`config.mk`:
```
export PLATFORM = sky130hd
export DESIGN_NAME = pulse_window_speed_cadence_top
export DESIGN_NICKNAME = d
export VERILOG_FILES = /design/src/hdl/pwsc_pkg.sv /design/src/hdl/pwsc_ring_mem.sv /design/src/hdl/pwsc_divider.sv /design/src/hdl/pulse_window_speed_cadence_top.sv
export VERILOG_INCLUDE_DIRS = /design/src /design/src/hdl
export SDC_FILE = /design/constraint.sdc
export NUM_CORES = 2
export LEC_CHECK = 0
export BUFFER_PORTS_ARGS = -buffer_cell sky130_fd_sc_hd__buf_2
export CELL_PAD_IN_SITES_DETAIL_PLACEMENT = 1
export CELL_PAD_IN_SITES_GLOBAL_PLACEMENT = 2
export CORE_AREA = 3 3 439 441
export DETAILED_ROUTE_END_ITERATION = 6
export DIE_AREA = 0 0 442 444
export PLACE_DENSITY = 0.86
export SYNTH_ARGS = -nofsm -noshare
export SYNTH_HDL_FRONTEND = slang
export SYNTH_SLANG_ARGS = --single-unit
```
`constraint.sdc`:
```
create_clock -name clk_i -period 9.3 [get_ports clk_i]
set_clock_uncertainty 0.1 [all_clocks]
set_input_delay 1.395 -clock clk_i [delete_from_list [all_inputs] [get_ports clk_i]]
set_output_delay 1.395 -clock clk_i [all_outputs]
set_load 0.1 [all_outputs]
```
`src/hdl/pulse_window_speed_cadence_top_macros.svh`:
```
// assertion macros shared by the tachometer modules
// expects clk_i and rst_ni in the scope of every use
`ifndef PULSE_WINDOW_SPEED_CADENCE_TOP_MACROS_SVH
`define PULSE_WINDOW_SPEED_CADENCE_TOP_MACROS_SVH

// property checked on every clock edge outside reset
`define PWSC_ASSERT(lbl, prop, msg) \
  lbl: assert property (@(posedge clk_i) disable iff (!rst_ni) prop) else $error(msg);

// property checked on every clock edge, reset included
`define PWSC_ASSERT_ALWAYS(lbl, prop, msg) \
  lbl: assert property (@(posedge clk_i) prop) else $error(msg);

`endif

```
`src/hdl/pwsc_pkg.sv`:
```
// shared types and constants of the windowed pulse tachometer
// no dependencies; imported by every module of the block
`timescale 1ns / 1ps

package pwsc_pkg;

  // default sizes handed to the top level parameters
  localparam int unsigned WINDOW_MAX_DEF = 16;
  localparam int unsigned TIME_BITS_DEF  = 64;

  // fixed field widths
  localparam int unsigned TIME_FIELD_W = 64;
  localparam int unsigned K_W          = 32;
  localparam int unsigned WS_W         = 5;
  localparam int unsigned HELD_W       = 5;
  localparam int unsigned CFG_IDX_W    = 2;
  localparam int unsigned CFG_DATA_W   = 32;
  localparam int unsigned IN_TDATA_W   = 64;
  localparam int unsigned OUT_FIELDS_W = K_W + K_W + HELD_W + 1;
  localparam int unsigned OUT_TDATA_W  = ((OUT_FIELDS_W + 7) / 8) * 8;

  // register reset values and limits
  localparam logic [WS_W-1:0] WS_MIN        = 5'd2;
  localparam logic [WS_W-1:0] WS_RESET      = 5'd6;
  localparam logic [K_W-1:0]  TIMEOUT_RESET = 32'd3000000;
  localparam logic [K_W-1:0]  SPEED_K_RESET = 32'd2000000000;
  localparam logic [K_W-1:0]  CAD_K_RESET   = 32'd60000000;

  // item kinds carried in tuser
  typedef enum logic {
    OP_PULSE  = 1'b0,
    OP_UPDATE = 1'b1
  } op_e;

  // configuration register indexes
  typedef enum logic [CFG_IDX_W-1:0] {
    REG_WINDOW_SIZE = 2'd0,
    REG_WDOG_TMO    = 2'd1,
    REG_SPEED_K     = 2'd2,
    REG_CADENCE_K   = 2'd3
  } reg_e;

  // sequencer states
  typedef enum logic [2:0] {
    ST_IDLE,
    ST_WDOG,
    ST_SPAN,
    ST_DIV_S_GO,
    ST_DIV_S_WAIT,
    ST_DIV_C_GO,
    ST_DIV_C_WAIT,
    ST_DONE
  } pwsc_state_e;

  // divider status toward the sequencer
  typedef struct packed {
    logic busy;
    logic done;
  } div_stat_t;

endpackage

```
`src/hdl/pwsc_ring_mem.sv`:
```
// stamp ring storage: one write port, one read port, registered read data
// depends on pwsc_pkg
`timescale 1ns / 1ps

module pwsc_ring_mem
  import pwsc_pkg::*;
#(
  parameter int unsigned DEPTH  = WINDOW_MAX_DEF,
  parameter int unsigned ADDR_W = $clog2(WINDOW_MAX_DEF),
  parameter int unsigned DATA_W = TIME_BITS_DEF
) (
  input  logic              clk_i,
  input  logic              we_i,
  input  logic [ADDR_W-1:0] waddr_i,
  input  logic [DATA_W-1:0] wdata_i,
  input  logic              re_i,
  input  logic [ADDR_W-1:0] raddr_i,
  output logic [DATA_W-1:0] rdata_o
);

  logic [DATA_W-1:0] mem_q [DEPTH];
  logic [DATA_W-1:0] rdata_q;

  // write port
  always_ff @(posedge clk_i) begin
    if (we_i) begin
      mem_q[waddr_i] <= wdata_i;
    end
  end

  // read port, registered read data
  always_ff @(posedge clk_i) begin
    if (re_i) begin
      rdata_q <= mem_q[raddr_i];
    end
  end

  assign rdata_o = rdata_q;

endmodule

```
`src/hdl/pwsc_divider.sv`:
```
// shared restoring divider, one quotient bit per cycle
// depends on pwsc_pkg and the assertion macro header
`timescale 1ns / 1ps

`include "pulse_window_speed_cadence_top_macros.svh"

module pwsc_divider
  import pwsc_pkg::*;
#(
  parameter int unsigned DVD_W = K_W + $clog2(WINDOW_MAX_DEF + 1),
  parameter int unsigned DSR_W = TIME_BITS_DEF
) (
  input  logic             clk_i,
  input  logic             rst_ni,
  input  logic             start_i,
  input  logic [DVD_W-1:0] dividend_i,
  input  logic [DSR_W-1:0] divisor_i,
  output logic [DVD_W-1:0] quotient_o,
  output div_stat_t        stat_o
);

  localparam int unsigned CNT_W = $clog2(DVD_W + 1);

  logic             busy_q, done_q;
  logic [CNT_W-1:0] cnt_q;
  logic [DVD_W-1:0] quo_q;
  logic [DSR_W-1:0] rem_q, dsr_q;
  logic [DSR_W:0]   rem_shift, diff;
  logic             fits;

  // one trial subtraction; a zero divisor yields all ones
  assign rem_shift = {rem_q, quo_q[DVD_W-1]};
  assign diff      = rem_shift - {1'b0, dsr_q};
  assign fits      = ~diff[DSR_W] | (dsr_q == '0);

  // step counter and status
  always_ff @(posedge clk_i or negedge rst_ni) begin
    if (!rst_ni) begin
      busy_q <= 1'b0;
      done_q <= 1'b0;
      cnt_q  <= '0;
    end else if (start_i) begin
      busy_q <= 1'b1;
      done_q <= 1'b0;
      cnt_q  <= CNT_W'(DVD_W);
    end else if (busy_q) begin
      cnt_q <= cnt_q - CNT_W'(1);
      if (cnt_q == CNT_W'(1)) begin
        busy_q <= 1'b0;
        done_q <= 1'b1;
      end
    end else begin
      done_q <= 1'b0;
    end
  end

  // dividend shifts out as quotient bits shift in
  always_ff @(posedge clk_i) begin
    if (start_i) begin
      quo_q <= dividend_i;
      rem_q <= '0;
      dsr_q <= divisor_i;
    end else if (busy_q) begin
      rem_q <= fits ? diff[DSR_W-1:0] : rem_shift[DSR_W-1:0];
      quo_q <= {quo_q[DVD_W-2:0], fits};
    end
  end

  assign quotient_o  = quo_q;
  assign stat_o.busy = busy_q;
  assign stat_o.done = done_q;

  `PWSC_ASSERT(a_done_follows_busy, done_q |-> $past(busy_q), "divider done without a run")
  `PWSC_ASSERT(a_busy_has_steps, busy_q |-> (cnt_q != '0), "divider busy with no steps left")
  `PWSC_ASSERT(a_no_restart, start_i |-> !busy_q, "divider started while running")

endmodule

```
`src/hdl/pulse_window_speed_cadence_top.sv`:
```
// windowed pulse tachometer, top level; depends on pwsc_pkg, pwsc_ring_mem,
// pwsc_divider and the assertion macro header
//
// Items enter on the s_axis channel: tuser[0] is the kind (0 crank pulse,
// 1 update), tdata[63:0] the microsecond time. Every item gives exactly one
// result on m_axis: held speed x10, held cadence, stamps in the window and
// the watchdog-cleared flag. A pulse writes its stamp into the ring memory
// and goes straight to the done state. An update reads the newest stamp
// for the watchdog, then the oldest stamp for the span, and runs two
// quotients of 32 plus the count width bits through one shared bit-serial
// divider. An update that clears or finds fewer than two stamps skips
// the divider. One item is worked on at a time.
// The result sits in an output register: a stalled receiver holds it there
// while the next item is taken in; that item then waits for the register.
// Reset empties the window, zeroes the held values and loads the default
// registers; the stamp memory needs no clearing. Configuration writes are
// taken at any edge with cfg_we_i high and belong to idle periods.
`timescale 1ns / 1ps

`include "pulse_window_speed_cadence_top_macros.svh"

module pulse_window_speed_cadence_top
  import pwsc_pkg::*;
#(
  parameter int unsigned WINDOW_MAX = WINDOW_MAX_DEF,
  parameter int unsigned TIME_BITS  = TIME_BITS_DEF
) (
  input  logic                   clk_i,
  input  logic                   rst_ni,
  // item input
  input  logic                   s_axis_tvalid,
  output logic                   s_axis_tready,
  input  logic [IN_TDATA_W-1:0]  s_axis_tdata,  // [63:0] time_us
  input  logic [0:0]             s_axis_tuser,  // [0] opcode
  // result output
  output logic                   m_axis_tvalid,
  input  logic                   m_axis_tready,
  output logic [OUT_TDATA_W-1:0] m_axis_tdata,  // [31:0] speed_x10, [63:32] cadence,
                                                // [68:64] pulses_held, [69] watchdog_cleared
  // configuration writes
  input  logic                   cfg_we_i,
  input  logic [CFG_IDX_W-1:0]   cfg_idx_i,
  input  logic [CFG_DATA_W-1:0]  cfg_data_i
);

  localparam int unsigned IDX_W  = $clog2(WINDOW_MAX);
  localparam int unsigned CNT_W  = $clog2(WINDOW_MAX + 1);
  localparam int unsigned SUM_W  = CNT_W + 1;
  localparam int unsigned CMP_W  = ((CNT_W > WS_W) ? CNT_W : WS_W) + 1;
  localparam int unsigned PROD_W = K_W + CNT_W;
  localparam int unsigned PAD_W  = OUT_TDATA_W - OUT_FIELDS_W;

  // configuration registers
  logic [WS_W-1:0] ws_q;
  logic [K_W-1:0]  tmo_q, speed_k_q, cad_k_q;
  logic [WS_W-1:0] ws_in, ws_clamp;

  // window and held state
  logic [IDX_W-1:0] oldest_q;
  logic [CNT_W-1:0] count_q;
  logic [K_W-1:0]   speed_q, cad_q;
  logic             cleared_q;
  logic             m_valid_q;
  logic [OUT_TDATA_W-1:0] m_data_q;

  // datapath registers
  logic [TIME_BITS-1:0] now_q, newest_q, span_q;
  logic [PROD_W-1:0]    prod_q;

  pwsc_state_e state_q, state_d;

  // control signals
  logic                 accept, is_pulse, wd_fire, few, out_load;
  logic                 mem_we, mem_re;
  logic [IDX_W-1:0]     mem_raddr, wr_idx, newest_idx, oldest_next;
  logic [SUM_W-1:0]     wr_sum, newest_sum;
  logic [TIME_BITS-1:0] now_in, rdata, age;
  logic [CNT_W-1:0]     n_intervals;
  logic                 div_start;
  logic [PROD_W-1:0]    quotient;
  div_stat_t            div_stat;

  assign s_axis_tready = (state_q == ST_IDLE);
  assign accept        = s_axis_tvalid & s_axis_tready;
  assign is_pulse      = (op_e'(s_axis_tuser[0]) == OP_PULSE);
  assign now_in        = s_axis_tdata[TIME_BITS-1:0];

  // ring addressing modulo the window depth
  assign wr_sum      = SUM_W'(oldest_q) + SUM_W'(count_q);
  assign newest_sum  = wr_sum - SUM_W'(1);
  assign wr_idx      = (wr_sum >= SUM_W'(WINDOW_MAX)) ? IDX_W'(wr_sum - SUM_W'(WINDOW_MAX))
                                                      : IDX_W'(wr_sum);
  assign newest_idx  = (newest_sum >= SUM_W'(WINDOW_MAX))
                       ? IDX_W'(newest_sum - SUM_W'(WINDOW_MAX)) : IDX_W'(newest_sum);
  assign oldest_next = (oldest_q == IDX_W'(WINDOW_MAX - 1)) ? '0 : oldest_q + IDX_W'(1);

  // watchdog age against the newest stamp, wrapping
  assign age         = now_q - rdata;
  assign wd_fire     = (count_q != '0) && (age > TIME_BITS'(tmo_q));
  assign few         = (count_q < CNT_W'(2));
  assign n_intervals = count_q - CNT_W'(1);

  assign mem_we = accept & is_pulse;

  pwsc_ring_mem #(
    .DEPTH  (WINDOW_MAX),
    .ADDR_W (IDX_W),
    .DATA_W (TIME_BITS)
  ) u_ring (
    .clk_i   (clk_i),
    .we_i    (mem_we),
    .waddr_i (wr_idx),
    .wdata_i (now_in),
    .re_i    (mem_re),
    .raddr_i (mem_raddr),
    .rdata_o (rdata)
  );

  pwsc_divider #(
    .DVD_W (PROD_W),
    .DSR_W (TIME_BITS)
  ) u_div (
    .clk_i      (clk_i),
    .rst_ni     (rst_ni),
    .start_i    (div_start),
    .dividend_i (prod_q),
    .divisor_i  (span_q),
    .quotient_o (quotient),
    .stat_o     (div_stat)
  );

  // sequencer state register
  always_ff @(posedge clk_i or negedge rst_ni) begin
    if (!rst_ni) begin
      state_q <= ST_IDLE;
    end else begin
      state_q <= state_d;
    end
  end

  // next state, memory reads, divider starts and result load
  always_comb begin
    state_d   = state_q;
    mem_re    = 1'b0;
    mem_raddr = newest_idx;
    div_start = 1'b0;
    out_load  = 1'b0;
    unique case (state_q)
      ST_IDLE: begin
        if (accept) begin
          if (is_pulse) begin
            state_d = ST_DONE;
          end else begin
            mem_re  = 1'b1;
            state_d = ST_WDOG;
          end
        end
      end
      ST_WDOG: begin
        if (wd_fire || few) begin
          state_d = ST_DONE;
        end else begin
          mem_re    = 1'b1;
          mem_raddr = oldest_q;
          state_d   = ST_SPAN;
        end
      end
      ST_SPAN: state_d = ST_DIV_S_GO;
      ST_DIV_S_GO: begin
        div_start = 1'b1;
        state_d   = ST_DIV_S_WAIT;
      end
      ST_DIV_S_WAIT: begin
        if (div_stat.done) begin
          state_d = ST_DIV_C_GO;
        end
      end
      ST_DIV_C_GO: begin
        div_start = 1'b1;
        state_d   = ST_DIV_C_WAIT;
      end
      ST_DIV_C_WAIT: begin
        if (div_stat.done) begin
          state_d = ST_DONE;
        end
      end
      ST_DONE: begin
        if (!m_valid_q || m_axis_tready) begin
          out_load = 1'b1;
          state_d  = ST_IDLE;
        end
      end
    endcase
  end

  // window size write clamped to the legal range
  assign ws_in = cfg_data_i[WS_W-1:0];
  always_comb begin
    priority if (ws_in < WS_MIN) begin
      ws_clamp = WS_MIN;
    end else if (int'(ws_in) > WINDOW_MAX) begin
      ws_clamp = WS_W'(WINDOW_MAX);
    end else begin
      ws_clamp = ws_in;
    end
  end

  // configuration registers
  always_ff @(posedge clk_i or negedge rst_ni) begin
    if (!rst_ni) begin
      ws_q      <= WS_RESET;
      tmo_q     <= TIMEOUT_RESET;
      speed_k_q <= SPEED_K_RESET;
      cad_k_q   <= CAD_K_RESET;
    end else if (cfg_we_i) begin
      unique case (reg_e'(cfg_idx_i))
        REG_WINDOW_SIZE: ws_q      <= ws_clamp;
        REG_WDOG_TMO:    tmo_q     <= cfg_data_i;
        REG_SPEED_K:     speed_k_q <= cfg_data_i;
        REG_CADENCE_K:   cad_k_q   <= cfg_data_i;
      endcase
    end
  end

  // window bookkeeping and held results
  always_ff @(posedge clk_i or negedge rst_ni) begin
    if (!rst_ni) begin
      oldest_q  <= '0;
      count_q   <= '0;
      speed_q   <= '0;
      cad_q     <= '0;
      cleared_q <= 1'b0;
    end else begin
      if (accept) begin
        cleared_q <= 1'b0;
        if (is_pulse) begin
          if (CMP_W'(count_q) >= CMP_W'(ws_q)) begin
            oldest_q <= oldest_next;
          end else begin
            count_q <= count_q + CNT_W'(1);
          end
        end
      end
      if (state_q == ST_WDOG) begin
        if (wd_fire) begin
          oldest_q  <= '0;
          count_q   <= '0;
          cleared_q <= 1'b1;
        end
        if (wd_fire || few) begin
          speed_q <= '0;
          cad_q   <= '0;
        end
      end
      if (state_q == ST_DIV_S_WAIT && div_stat.done) begin
        speed_q <= quotient[K_W-1:0];
      end
      if (state_q == ST_DIV_C_WAIT && div_stat.done) begin
        cad_q <= quotient[K_W-1:0];
      end
    end
  end

  // stamps, span and scaled interval count
  always_ff @(posedge clk_i) begin
    if (accept) begin
      now_q <= now_in;
    end
    if (state_q == ST_WDOG) begin
      newest_q <= rdata;
    end
    if (state_q == ST_SPAN) begin
      span_q <= newest_q - rdata;
      prod_q <= PROD_W'(n_intervals) * PROD_W'(speed_k_q);
    end
    if (state_q == ST_DIV_S_WAIT && div_stat.done) begin
      prod_q <= PROD_W'(n_intervals) * PROD_W'(cad_k_q);
    end
  end

  // output register
  always_ff @(posedge clk_i or negedge rst_ni) begin
    if (!rst_ni) begin
      m_valid_q <= 1'b0;
    end else if (out_load) begin
      m_valid_q <= 1'b1;
    end else if (m_axis_tready) begin
      m_valid_q <= 1'b0;
    end
  end

  always_ff @(posedge clk_i) begin
    if (out_load) begin
      m_data_q <= {{PAD_W{1'b0}}, cleared_q, HELD_W'(count_q), cad_q, speed_q};
    end
  end

  assign m_axis_tvalid = m_valid_q;
  assign m_axis_tdata  = m_data_q;

  `PWSC_ASSERT_ALWAYS(a_count_bound, count_q <= CNT_W'(WINDOW_MAX), "window count overflow")
  `PWSC_ASSERT(a_pulse_fills, (accept && is_pulse) |=> (count_q != '0), "pulse left window empty")
  `PWSC_ASSERT(a_cleared_empty, (out_load && cleared_q) |-> (count_q == '0), "cleared with stamps")
  `PWSC_ASSERT(a_load_on_free, out_load |-> (!m_valid_q || m_axis_tready), "result overwritten")

endmodule
```
==> results.sh <==
export IMPL_status="finished, final reports clean"
export IMPL_vias=54900
export IMPL_clkLatencyLatePin_ps=860
export IMPL_synth_cell_types=89
export IMPL_seq_area_sq_mm=0.0507
export IMPL_hp_class="flip-flop to flip-flop"
export IMPL_start_util_pct=44.7
export IMPL_async_flop_share_pct=10.8
export IMPL_min_period_ps=8870
export IMPL_hold_violations=0
export IMPL_die_area_sq_mm=0.196
export IMPL_crit_top_cell="buf_12"
export IMPL_clk_pin_slew_ps=60
export IMPL_synth_seq_cells=1739
export IMPL_wl_per_cell_um=25.9
export IMPL_grt_overflow_total=0
export IMPL_drc=0
export IMPL_synth_flop_cell="edfxtp_1"
export IMPL_hold_slack_ps=294
export IMPL_boundaryPins=178
export IMPL_critPathCaptureType="flip-flop"
export IMPL_coreArea_sq_mm=0.190
export IMPL_cts_root_buf="clkbuf_16"
export IMPL_dr_pass1_iters=6
export IMPL_syn_area_per_cell_sq_um=12.9
export IMPL_rr_worst_depth=34
export IMPL_tns_ps=0
export IMPL_nNetsFinal=7382
export IMPL_period_share_pct=95.3
export IMPL_critPathArrivalTime_ps=9330
export IMPL_gp_congestion=0.905
export IMPL_fp_row_count=160
export IMPL_critPathLaunchType="flip-flop"
export IMPL_post_dp_hpwl_um=162000
export IMPL_synth_cells=6571
export IMPL_cap_violations=0
export IMPL_whs_path_depth=0
export IMPL_synth_edf_count=1488
export IMPL_yosys_warnings=0
export IMPL_clock_sinks=1739
export IMPL_grt_max_degree=85
export IMPL_viasPerCell=5.82
export IMPL_antenna_found_initial=32
export IMPL_die_height_um=444
export IMPL_critPathSlowestCell="or4_1"
export IMPL_die_width_um=442
export IMPL_drive_gt1_share_pct=10.9
export IMPL_crit_type="flip-flop to flip-flop"
export IMPL_track_usage_pct=24.6
export IMPL_numCtsBuffers=179
export IMPL_yosysSeqAreaShare_pct=59.8
export IMPL_cts_buffer_depth=3
export IMPL_fillers=19000
export IMPL_setup_viol=0
export IMPL_slew_viol_final=0
export IMPL_worst_ep_required_time_ps=9770
export IMPL_dp_slack_ps=197
export IMPL_fin_ws_ps=434
export IMPL_io_buffers=175
export IMPL_synth_area_sq_mm=0.0848
export IMPL_ant_nets=0
export IMPL_cp_max_fo=20
export IMPL_cp_slowest_stage_delay_ps=560
export IMPL_first_global_vias=57800
export IMPL_multi_input_area_sq_mm=0.0318
export IMPL_cts_tree="yes"
export IMPL_wl_um=245000
export IMPL_rsz0062_at_grt="no"
export IMPL_grt_pass1_wl_um=368000
export IMPL_h_tree_depth=4
export IMPL_drt_iter0_drc=4732
export IMPL_tightest_slew_ps=1360
export IMPL_slew_headroom_pct=9.35
export IMPL_max_freq_mhz=113
export IMPL_area_growth_pct=12.2
-- placed cells by master, fill, tap and decap left out, types with 56 or more instances in the layout --
master,count
a21o_1,103
a21oi_1,324
buf_2,174
buf_4,84
clkbuf_16,183
dfrtp_1,150
dfxtp_1,64
edfxtp_1,1488
fa_1,184
ha_1,329
inv_1,379
mux2_2,96
mux2i_1,540
nand2_1,648
nand3_1,68
nand4_1,56
nor2_1,265
nor2b_1,153
o21ai_0,262
o22ai_1,263
or4_1,69
xnor2_1,136
xor2_1,86
-- per-layer routing --
layer,global-route usage (%),part of all wire [%],vias to the layer above
met5,0,0.013,-
met4,7.92,3.2,4
met3,3.53,5.7,430
met2,40.8,48,1732
met1,33.5,43,28100
li1,-,-,24600
-- final cells by class --
cell class	count	area share [%]
Antenna cell	15	0.0394
Clock buffer	222	5.03
Clock inverter	106	1.31
Inverter	382	1.51
Multi-Input combinational cell	4179	33.4
Sequential cell	1739	53.3
Tap cell	2511	3.30
Timing Repair Buffer	283	2.10
-- sequential cells by signal (all words and copies together), names as in the netlist, 3 cells and up --
signal            count
count_q               5
u_div.cnt_q           6
u_ring.rdata_o       64
state_q               3
cad_k_q              32
tmo_q                32
u_div.rem_q          64
speed_q              32
cad_q                32
prod_q               37
m_axis_tdata         70
speed_k_q            32
oldest_q              4
u_div.dsr_q          64
ws_q                  5
u_ring.mem_q       1024
u_div.quotient_o     37
now_q                64
newest_q             64
span_q               64
-- metrics by stage --
step / cells / area, sq um / util [%]
6_report: 9437 / 95200 / 50.2
5_1_grt: 9429 / 95100 / 50.2
4_1_cts: 9420 / 95100 / 50.1
3_5_place_dp: 9092 / 89000 / 47.0
3_3_place_gp: 9092 / 89000 / 47.0
2_1_floorplan: 6572 / 84800 / -
-- critical path: cells and delay by family (launching register included) --
kind | cells | cell delay [ps]
xor gates and xnor gates | 1 | 160
AOI/OAI and AO/OA | 13 | 2850
and+or+nand+nor | 11 | 2730
buffers and inverters | 5 | 1020
muxes | 2 | 670
DFF | 1 | 440
adders and majority gates | 2 | 530
-- worst paths after layout --
kind | startpoint | to | slack [ps]
setup / recovery | u_ring.rdata_o[1] | u_ring.rdata_o[26] | 430
hold / removal | span_q[59] | u_div.dsr_q[59] | 290
setup reg to reg | u_ring.rdata_o[1] | u_ring.rdata_o[26] | 430
hold reg to reg | span_q[59] | u_div.dsr_q[59] | 290
max in group asynchronous | rst_ni | u_div.busy_q | 7310
min in group asynchronous | rst_ni | cad_q[12] | 450
-- kinds of logic after synthesis --
logic type | count (synthesis) | share of synthesized area (%)
other | 1 | 0.00442
multiplexers | 637 | 7.66
AO/OA/AOI/OAI | 1264 | 9.30
adder cells (fa/ha/maj) | 514 | 9.21
buffers and inverters | 654 | 3.12
AND/OR/NAND/NOR | 1535 | 8.58
flip-flops | 1739 | 59.8
XOR/XNOR | 227 | 2.34
-- cells in the mapped netlist (all sizes together) (28+ instances only) --
library cell / instances / share of area, %
a211oi: 53 / 0.49
a21o: 104 / 0.92
a21oi: 328 / 1.9
a31oi: 28 / 0.22
buf: 74 / 0.55
clkbuf: 198 / 0.88
dfrtp: 152 / 4.5
dfstp: 35 / 1.1
dfxtp: 64 / 1.5
edfxtp: 1488 / 53
fa: 184 / 4.3
ha: 330 / 4.9
inv: 382 / 1.7
mux2: 96 / 1.3
mux2i: 541 / 6.4
nand2: 649 / 2.9
nand2b: 51 / 0.38
nand3: 68 / 0.40
nand4: 57 / 0.43
nor2: 285 / 1.3
nor2b: 154 / 1.1
nor3: 51 / 0.30
nor4: 36 / 0.27
o21a: 47 / 0.42
o21ai: 264 / 1.6
o21bai: 49 / 0.43
o22ai: 263 / 1.9
or4: 70 / 0.62
xnor2: 137 / 1.4
xor2: 90 / 0.93
-- what timing repair did --
action                     CTS  global route
hold buffers                 0             0
setup buffers                0             2
setup endpoints to repair    0            64
gates resized for setup      0             8
Power is left out: the tool's default activity adds up to more than one toggle a clock period on the data nets, which glitch-free logic cannot reach.
